### config.mk
export PLATFORM = sky130hd
export DESIGN_NAME = guarded_region_table_core
export DESIGN_NICKNAME = d
export VERILOG_FILES = /design/src/hdl/grt_pkg.sv /design/src/hdl/guarded_region_table_core.sv /design/src/hdl/grt_ctrl.sv /design/src/hdl/grt_datapath.sv
export SDC_FILE = /design/constraint.sdc
export NUM_CORES = 2
export LEC_CHECK = 0
export ABC_AREA = 1
export BUFFER_PORTS_ARGS = -buffer_cell sky130_fd_sc_hd__buf_2
export CAP_MARGIN = 20
export CORE_MARGIN = 5
export CORE_UTILIZATION = 60
export CTS_CLUSTER_SIZE = 20
export DETAILED_ROUTE_END_ITERATION = 7
export PLACE_DENSITY = 0.89
export SLEW_MARGIN = 20
export SYNTH_ARGS = -nofsm -noshare
export SYNTH_HDL_FRONTEND = slang
export SYNTH_SLANG_ARGS = --single-unit
### constraint.sdc
create_clock -name aclk -period 11.7 [get_ports aclk]
set_input_delay 0 -clock aclk [delete_from_list [all_inputs] [get_ports aclk]]
set_output_delay 0 -clock aclk [all_outputs]
set_load 0.02 [all_outputs]
### src/hdl/grt_pkg.sv
// Package for the guarded region table: types, codes and defaults.
package grt_pkg;

    localparam int MaxEntriesDefault = 16;
    localparam int PageShiftDefault  = 12;
    localparam int OffsetBitsDefault = 32;
    localparam logic [31:0] SpaceSizeReset = 32'd268435456;

    typedef enum logic [1:0] {
        OP_ALLOC  = 2'd0,
        OP_EXPAND = 2'd1,
        OP_LOOKUP = 2'd2,
        OP_NONE   = 2'd3
    } op_t;

    localparam logic [2:0] ST_OK      = 3'd0;
    localparam logic [2:0] ST_NOSPACE = 3'd1;
    localparam logic [2:0] ST_FULL    = 3'd2;
    localparam logic [2:0] ST_UNKNOWN = 3'd3;
    localparam logic [2:0] ST_OVERCAP = 3'd4;

    localparam logic [1:0] FK_NONE  = 2'd0;
    localparam logic [1:0] FK_UNDER = 2'd1;
    localparam logic [1:0] FK_OVER  = 2'd2;

    typedef struct packed {
        logic [1:0]  op;
        logic [31:0] byte_count;
        logic        allocator_kind;
        logic [7:0]  target_region;
        logic [31:0] addr;
    } in_beat_t;

    typedef struct packed {
        logic [2:0]  status;
        logic [3:0]  new_index;
        logic [31:0] new_start;
        logic [31:0] committed_now;
        logic        hit;
        logic [3:0]  hit_index;
        logic        hit_kind;
        logic [1:0]  fault_kind;
        logic [3:0]  fault_index;
    } out_beat_t;

    typedef enum logic [2:0] {
        S_IDLE,
        S_DECIDE,
        S_READ,
        S_EXEC,
        S_SCAN,
        S_OUT
    } state_t;

    typedef struct packed {
        logic load;      // capture input beat
        logic decide;    // evaluate alloc / expand checks
        logic rd_issue;  // issue memory read (expand: target_region, scan: index)
        logic exec;      // expand update using read data
        logic scan_step; // evaluate one entry of lookup
        logic scan_init;
    } cmd_t;

    typedef struct packed {
        logic [1:0] op;
        logic       scan_last;
        logic       scan_empty;
    } sts_t;

endpackage

### src/hdl/guarded_region_table_core.sv
// Top level of the guarded region table: controller plus datapath.
//
//  channel  ports              payload
//  input    s_valid/s_ready    s_data (grt_pkg::in_beat_t)
//  result   m_valid/m_ready    m_data (grt_pkg::out_beat_t)
//  config   cfg_wr_en          cfg_wr_data (space_size)
//
// Allocate: accept, decide, result. Expand: accept, decide, then one
// registered read of the entry memory, then update and result. Lookup:
// N regions are scanned one entry per cycle over the single memory read
// port. Synchronous active-low reset clears counters and state; the entry
// memory is not cleared. A stalled result holds in the result register;
// no new beat is taken until it leaves. Op 3 is consumed without a
// result.
module guarded_region_table_core #(
    parameter int MAX_ENTRIES = grt_pkg::MaxEntriesDefault,
    parameter int PAGE_SHIFT  = grt_pkg::PageShiftDefault,
    parameter int OFFSET_BITS = grt_pkg::OffsetBitsDefault
) (
    input  logic               aclk,
    input  logic               aresetn,
    input  logic               cfg_wr_en,
    input  logic [31:0]        cfg_wr_data,
    input  logic               s_valid,
    output logic               s_ready,
    input  grt_pkg::in_beat_t  s_data,
    output logic               m_valid,
    input  logic               m_ready,
    output grt_pkg::out_beat_t m_data
);
    grt_pkg::cmd_t cmd;
    grt_pkg::sts_t sts;

    grt_ctrl u_ctrl (
        .aclk(aclk), .aresetn(aresetn),
        .s_valid(s_valid), .s_ready(s_ready),
        .m_valid(m_valid), .m_ready(m_ready),
        .sts(sts), .cmd(cmd)
    );

    grt_datapath #(
        .MAX_ENTRIES(MAX_ENTRIES), .PAGE_SHIFT(PAGE_SHIFT), .OFFSET_BITS(OFFSET_BITS)
    ) u_dp (
        .aclk(aclk), .aresetn(aresetn),
        .cfg_wr_en(cfg_wr_en), .cfg_wr_data(cfg_wr_data),
        .s_data(s_data), .m_data(m_data),
        .cmd(cmd), .sts(sts)
    );
endmodule

### src/hdl/grt_ctrl.sv
// Controller state machine for the guarded region table.
module grt_ctrl (
    input  logic          aclk,
    input  logic          aresetn,
    input  logic          s_valid,
    output logic          s_ready,
    output logic          m_valid,
    input  logic          m_ready,
    input  grt_pkg::sts_t sts,
    output grt_pkg::cmd_t cmd
);
    grt_pkg::state_t state_reg, state_next;

    always_ff @(posedge aclk) begin
        if (!aresetn) begin
            state_reg <= grt_pkg::S_IDLE;
        end else begin
            state_reg <= state_next;
        end
    end

    always_comb begin
        state_next = state_reg;
        case (state_reg)
            grt_pkg::S_IDLE: begin
                if (s_valid) state_next = grt_pkg::S_DECIDE;
            end
            grt_pkg::S_DECIDE: begin
                case (sts.op)
                    grt_pkg::OP_ALLOC:  state_next = grt_pkg::S_OUT;
                    grt_pkg::OP_EXPAND: state_next = grt_pkg::S_READ;
                    grt_pkg::OP_LOOKUP: begin
                        // entry 0 is loaded into the read register in this state
                        if (sts.scan_empty) state_next = grt_pkg::S_OUT;
                        else state_next = grt_pkg::S_SCAN;
                    end
                    default: state_next = grt_pkg::S_IDLE;
                endcase
            end
            grt_pkg::S_READ: state_next = grt_pkg::S_EXEC;
            grt_pkg::S_EXEC: state_next = grt_pkg::S_OUT;
            grt_pkg::S_SCAN: begin
                if (sts.scan_last) state_next = grt_pkg::S_OUT;
            end
            grt_pkg::S_OUT: begin
                if (m_ready) state_next = grt_pkg::S_IDLE;
            end
            default: state_next = grt_pkg::S_IDLE;
        endcase
    end

    always_comb begin
        cmd = '0;
        s_ready = 1'b0;
        m_valid = 1'b0;
        case (state_reg)
            grt_pkg::S_IDLE: begin
                s_ready  = 1'b1;
                cmd.load = s_valid;
            end
            grt_pkg::S_DECIDE: begin
                cmd.decide    = 1'b1;
                cmd.scan_init = 1'b1;
                cmd.rd_issue  = 1'b1;
            end
            grt_pkg::S_EXEC: cmd.exec = 1'b1;
            grt_pkg::S_SCAN: begin
                cmd.scan_step = 1'b1;
                cmd.rd_issue  = 1'b1;
            end
            grt_pkg::S_OUT: begin
                m_valid = 1'b1;
            end
            default: cmd = '0;
        endcase
    end
endmodule

### src/hdl/grt_datapath.sv
// Datapath: region memory, counters, checks and result register.
module grt_datapath #(
    parameter int MAX_ENTRIES = grt_pkg::MaxEntriesDefault,
    parameter int PAGE_SHIFT  = grt_pkg::PageShiftDefault,
    parameter int OFFSET_BITS = grt_pkg::OffsetBitsDefault
) (
    input  logic                 aclk,
    input  logic                 aresetn,
    input  logic                 cfg_wr_en,
    input  logic [31:0]          cfg_wr_data,
    input  grt_pkg::in_beat_t    s_data,
    output grt_pkg::out_beat_t   m_data,
    input  grt_pkg::cmd_t        cmd,
    output grt_pkg::sts_t        sts
);
    localparam int IW = (MAX_ENTRIES > 1) ? $clog2(MAX_ENTRIES) : 1;
    localparam int CW = $clog2(MAX_ENTRIES + 1);
    localparam logic [33:0] PAGE   = 34'd1 << PAGE_SHIFT;
    localparam logic [33:0] OFFMAX = (OFFSET_BITS >= 34) ? {34{1'b1}}
                                   : ((34'd1 << OFFSET_BITS) - 34'd1);

    // entry word: start, capacity, committed, kind
    logic [31:0] mem_start [MAX_ENTRIES];
    logic [31:0] mem_cap   [MAX_ENTRIES];
    logic [31:0] mem_com   [MAX_ENTRIES];
    logic        mem_kind  [MAX_ENTRIES];

    logic [31:0] space_reg;
    logic [CW-1:0] total_reg;
    logic [31:0] free_reg;
    grt_pkg::in_beat_t in_reg;
    grt_pkg::out_beat_t res_reg, res_next;

    logic [31:0] rd_start_reg, rd_cap_reg, rd_com_reg;
    logic        rd_kind_reg;
    logic [CW-1:0] rd_addr_reg, rd_addr_next; // address issued
    logic [CW-1:0] scan_idx_reg;               // entry held in rd_*_reg
    logic          found_reg, faulted_reg;

    logic [33:0] cap_rnd, end_sum, limit;
    logic        wr_en;
    logic [IW-1:0] wr_idx;
    logic [31:0] wr_start, wr_cap, wr_com;
    logic        wr_kind;

    always_comb begin
        cap_rnd = ({2'b0, in_reg.byte_count} + PAGE - 34'd1) & ~(PAGE - 34'd1);
        end_sum = {2'b0, free_reg} + cap_rnd + (PAGE << 1);
        limit   = ({2'b0, space_reg} > OFFMAX) ? OFFMAX : {2'b0, space_reg};
    end

    assign sts.op         = in_reg.op;
    assign sts.scan_empty = (total_reg == '0);
    assign sts.scan_last  = (scan_idx_reg + CW'(1) >= total_reg);
    assign m_data = res_reg;

    always_comb begin
        rd_addr_next = rd_addr_reg;
        if (cmd.rd_issue) begin
            if (cmd.decide) begin
                rd_addr_next = (in_reg.op == grt_pkg::OP_EXPAND)
                             ? CW'(in_reg.target_region[IW-1:0]) : '0;
            end else begin
                rd_addr_next = rd_addr_reg + CW'(1);
            end
        end
    end

    // memory: one write port, one registered read port
    always_ff @(posedge aclk) begin
        if (wr_en) begin
            mem_start[wr_idx] <= wr_start;
            mem_cap[wr_idx]   <= wr_cap;
            mem_com[wr_idx]   <= wr_com;
            mem_kind[wr_idx]  <= wr_kind;
        end
        if (cmd.rd_issue) begin
            rd_start_reg <= mem_start[rd_addr_next[IW-1:0]];
            rd_cap_reg   <= mem_cap[rd_addr_next[IW-1:0]];
            rd_com_reg   <= mem_com[rd_addr_next[IW-1:0]];
            rd_kind_reg  <= mem_kind[rd_addr_next[IW-1:0]];
            scan_idx_reg <= rd_addr_next;
        end
        rd_addr_reg <= rd_addr_next;
        if (cmd.load) in_reg <= s_data;
        res_reg <= res_next;
    end

    logic [33:0] s64, e64, a64, grow, csum;
    logic alloc_ok;
    always_comb begin
        s64  = {2'b0, rd_start_reg};
        e64  = s64 + {2'b0, rd_cap_reg};
        a64  = {2'b0, in_reg.addr};
        grow = ({2'b0, in_reg.byte_count} + PAGE - 34'd1) & ~(PAGE - 34'd1);
        csum = {2'b0, rd_com_reg} + grow;
        alloc_ok = (total_reg < CW'(MAX_ENTRIES)) && !(end_sum > limit)
                 && !(end_sum > 34'hFFFFFFFF);
        wr_en    = 1'b0;
        wr_idx   = total_reg[IW-1:0];
        wr_start = 32'(({2'b0, free_reg} + PAGE));
        wr_cap   = cap_rnd[31:0];
        wr_com   = (cap_rnd < (PAGE << 1)) ? cap_rnd[31:0] : 32'((PAGE << 1));
        wr_kind  = in_reg.allocator_kind;
        if (cmd.decide && in_reg.op == grt_pkg::OP_ALLOC && alloc_ok) begin
            wr_en = 1'b1;
        end else if (cmd.exec && !(csum > {2'b0, rd_cap_reg})
                     && {24'b0, in_reg.target_region} < 32'(total_reg)) begin
            wr_en    = 1'b1;
            wr_idx   = in_reg.target_region[IW-1:0];
            wr_start = rd_start_reg;
            wr_cap   = rd_cap_reg;
            wr_com   = csum[31:0];
            wr_kind  = rd_kind_reg;
        end
    end

    always_comb begin
        res_next = res_reg;
        if (cmd.decide) begin
            res_next = '0;
            if (in_reg.op == grt_pkg::OP_ALLOC) begin
                if (total_reg >= CW'(MAX_ENTRIES)) res_next.status = grt_pkg::ST_FULL;
                else if (!alloc_ok) res_next.status = grt_pkg::ST_NOSPACE;
                else begin
                    res_next.status        = grt_pkg::ST_OK;
                    res_next.new_index     = 4'(total_reg);
                    res_next.new_start     = wr_start;
                    res_next.committed_now = wr_com;
                end
            end
        end
        if (cmd.exec) begin
            if ({24'b0, in_reg.target_region} >= 32'(total_reg)) begin
                res_next.status = grt_pkg::ST_UNKNOWN;
            end else if (csum > {2'b0, rd_cap_reg}) begin
                res_next.status        = grt_pkg::ST_OVERCAP;
                res_next.committed_now = rd_com_reg;
            end else begin
                res_next.status        = grt_pkg::ST_OK;
                res_next.committed_now = csum[31:0];
            end
        end
        if (cmd.scan_step) begin
            if (!found_reg && a64 >= s64 && a64 < e64) begin
                res_next.hit       = 1'b1;
                res_next.hit_index = 4'(scan_idx_reg);
                res_next.hit_kind  = rd_kind_reg;
            end
            if (!faulted_reg) begin
                if (s64 >= PAGE && a64 >= s64 - PAGE && a64 < s64) begin
                    res_next.fault_kind  = grt_pkg::FK_UNDER;
                    res_next.fault_index = 4'(scan_idx_reg);
                end else if (a64 >= e64 && a64 < e64 + PAGE) begin
                    res_next.fault_kind  = grt_pkg::FK_OVER;
                    res_next.fault_index = 4'(scan_idx_reg);
                end
            end
        end
    end

    always_ff @(posedge aclk) begin
        if (!aresetn) begin
            space_reg   <= grt_pkg::SpaceSizeReset;
            total_reg   <= '0;
            free_reg    <= '0;
            found_reg   <= 1'b0;
            faulted_reg <= 1'b0;
        end else begin
            if (cfg_wr_en) space_reg <= cfg_wr_data;
            if (cmd.decide && in_reg.op == grt_pkg::OP_ALLOC && alloc_ok) begin
                total_reg <= total_reg + CW'(1);
                free_reg  <= end_sum[31:0];
            end
            if (cmd.scan_init) begin
                found_reg   <= 1'b0;
                faulted_reg <= 1'b0;
            end else if (cmd.scan_step) begin
                found_reg   <= res_next.hit;
                faulted_reg <= (res_next.fault_kind != grt_pkg::FK_NONE);
            end
        end
    end
endmodule
==> flow_summary.toml <==
[sta]
min_period_ps = 8990
fin_skew_ps = 52.7
slew_headroom = 0.191
worst_pin_slew_ps = 1210
hold_violations = 0
slew_viol_final = 0
max_freq_mhz = 111
rsz0062_at_grt = "false"
fin_crit_sh = 0.768
setup_viol = 0
totalNegativeSetupSlack_ps = 0

[min_path]
hp-class = "in -> reg"
hp-start = "cfg_wr_en"
hold_depth = 3
whs_endpoint = "u_dp.space_reg[28]$_SDFFE_PN1P_"

[drt]
drc = 16
avgRoutedWirePerCell_um = 28.6
final_antenna_net_count = 0
num_vias = 62100
wirelength_um = 261000
drt_iter0_drc = 11300
vias_per_cell = 6.81
drt-pass1-iter-count = 8

[clocking]
clk_pin_slew_worst_paths_ps = 60
root_buffer = "clkbuf_16"
cts_tree = "yes"
postCtsSetupRepairBufs = 0
max-clock-path-buffers = 3
cts_max_level = 4
clock_latency_ps = 840
numCtsBuffers = 176
cts_sinks = 1879

[floorplan]
fp-row-count = 136
ios = 197
start_util = 0.603
die_area_um2 = 146000
die_h_um = 381
die_x_um = 381
core_area_um2 = 137000

[layout]
finish.utilization = 0.686
syn_to_final_growth_pct = 13.8
final_common_cell = "edfxtp_1"
layout_common_cells = "edfxtp_1, nor2_1, nand2_1, o21ai_0, inv_1"
layout-drive-gt1-share = 0.0865
reg.largest.list = "u_dp.mem_cap x512, u_dp.mem_com x512, u_dp.mem_start x512"
nNetsFinal = 7553

[grt]
grt_pass1_vias = 60900
grt-ovfl-total = 0
grt_max_degree = 245
antenna_found_initial = 10
grt_pass1_wl_um = 380000
track_usage = 0.347

[run]
drv_cap = 0

[power_and_ir_drop]
swShare = 0.421
power.switching_mw = 10.1
p_leak_nw = 32.3
p_clk_frac = 0.242
seq_power_share = 0.349
p_int_mw = 13.9
combPwrFrac = 0.409
p_per_area_nw_per_um2 = 255
ir_drop_mv = 0.276

[place]
io_buffers = 196
hpwl_um = 143000
gp_congestion = 0.982

[setup_path]
rr_endpoint = "u_dp.mem_com[0][2]$_DFFE_PP_"
required_ps = 12110
rr_startpoint = "u_dp.in_reg[54]$_DFFE_PP_"
path_common_cell = "nand2_1"
critPathMaxFanout = 67
startpoint = "u_dp.in_reg[54]$_DFFE_PP_"
critPathCaptureType = "flop"
rr_worst_depth = 33
start_kind = "flop"
cp_slowest_cell = "buf_4"
path_class = "reg -> reg"
slowest_delay_ps = 910
crit_arrival_ps = 9400
rrSetupSlack_ps = 2710

[outcome]
violations = "design-rule violations"
status = "finished, violations left"

[yosys]
syn_avg_cell_area_um2 = 12.2
synth_area_leaders = "edfxtp_1, nor2_1, ha_1, o21ai_0, nand2_1"
ys_async_sr_fraction = 0
synthesis.area_um2 = 82800
synth_top_area_cell = "edfxtp_1"
yosysUniqueCellTypes = 60
synth_warnings = 0
synthFlopType = "edfxtp_1"
syn_nets = 7176
syn_inst = 6794
synth_seq_cells = 1879
synth_seq_area_share = 0.668
synth-edff-count = 1768
synth_top_area_frac = 0.641
-- per-stage QoR --
step	cell area, um2	power, mW	worst slack [ps]	hold slack [ps]	cells
after global placement	85500	17.1	3210	179	8507
after floorplan	82800	14.5	2180	98.9	6794
after CTS	94100	23.4	2920	43.6	9103
after detailed placement	85500	17.5	2930	178	8508
final	94200	24.0	2710	182	9120
after global routing	94200	25.0	2190	243	9112
-- per-layer routing --
metal / global-route usage / vias up / part of all wire
li1: - / 25700 / -
met4: 0.182 / 4 / 0.065
met5: 0 / - / 0.00010
met2: 0.542 / 5820 / 0.45
met1: 0.439 / 29400 / 0.33
met3: 0.109 / 1221 / 0.15
-- synth_stat cells, types with 37 or more instances --
master / n
edfxtp_1: 1768
nor2_1: 1127
nand2_1: 668
o21ai_0: 578
inv_1: 399
clkbuf_1: 273
ha_1: 267
o211ai_1: 200
o221ai_1: 199
o32ai_1: 195
mux2i_1: 194
a21oi_1: 193
nand3_1: 118
dfxtp_1: 111
xor2_1: 85
buf_2: 59
nor3_1: 54
nand4_1: 48
o21ai_1: 38
xnor2_1: 37
-- power groups by stage --
stage	Combinational, mW	Sequential (mW)	Clock, mW
6_report	9.83	8.39	5.82
4_1_cts	9.29	8.32	5.76
5_1_grt	10.5	8.36	6.11
2_1_floorplan	6.29	8.20	0
3_5_place_dp	9.01	8.46	0
3_3_place_gp	8.69	8.45	0
-- worst max-delay path, delay by kind of cell (launching register included) --
kind,cells,cell delay [ps]
and+or+nand+nor,20,3460
buffers and inverters,3,1900
adders and majority gates,3,1080
xor gates and xnor gates,3,1020
AOI/OAI and AO/OA,4,630
DFF,1,430
-- logic make-up (layout without fill, tap and decap cells) --
group	after synthesis	count (layout)	share of synthesized area
other	0	11	0
buffers and inverters	763	1284	0.0362
muxes	194	194	0.0235
DFF	1879	1879	0.668
AOI/OAI and AO/OA	1466	1466	0.115
xor gates and xnor gates	122	122	0.0129
and+or+nand+nor	2100	2100	0.103
adders and majority gates	270	270	0.0411
-- what timing repair did --
action / 4_1_cts / 5_1_grt
gates resized for setup: 0 / 0
hold buffers: 273 / 0
hold endpoints to repair: 135 / 0
-- how the worst max path moves through the flow --
stage / slack [ps] / endpoint
finish: 2710 / u_dp.mem_com[0][2]$_DFFE_PP_
global route: 2190 / u_dp.mem_com[0][15]$_DFFE_PP_
CTS: 2920 / u_dp.mem_cap[15][25]$_DFFE_PP_
detailed placement: 2930 / u_dp.mem_com[15][21]$_DFFE_PP_
global placement: 3210 / u_dp.mem_com[15][16]$_DFFE_PP_
floorplan: 2180 / u_dp.mem_cap[0][0]$_DFFE_PP_
-- layout make-up --
class	count	area (um2)
multi-input combinational	4152	24700
antenna	11	27.5
inverter	408	1550
sequential	1879	55300
timing repair buffer	554	4620
clock buffer	236	4760
tap	1794	2240
fill	8238	43100
clock inverter	86	1010
Power figures use the tool's default switching activity.
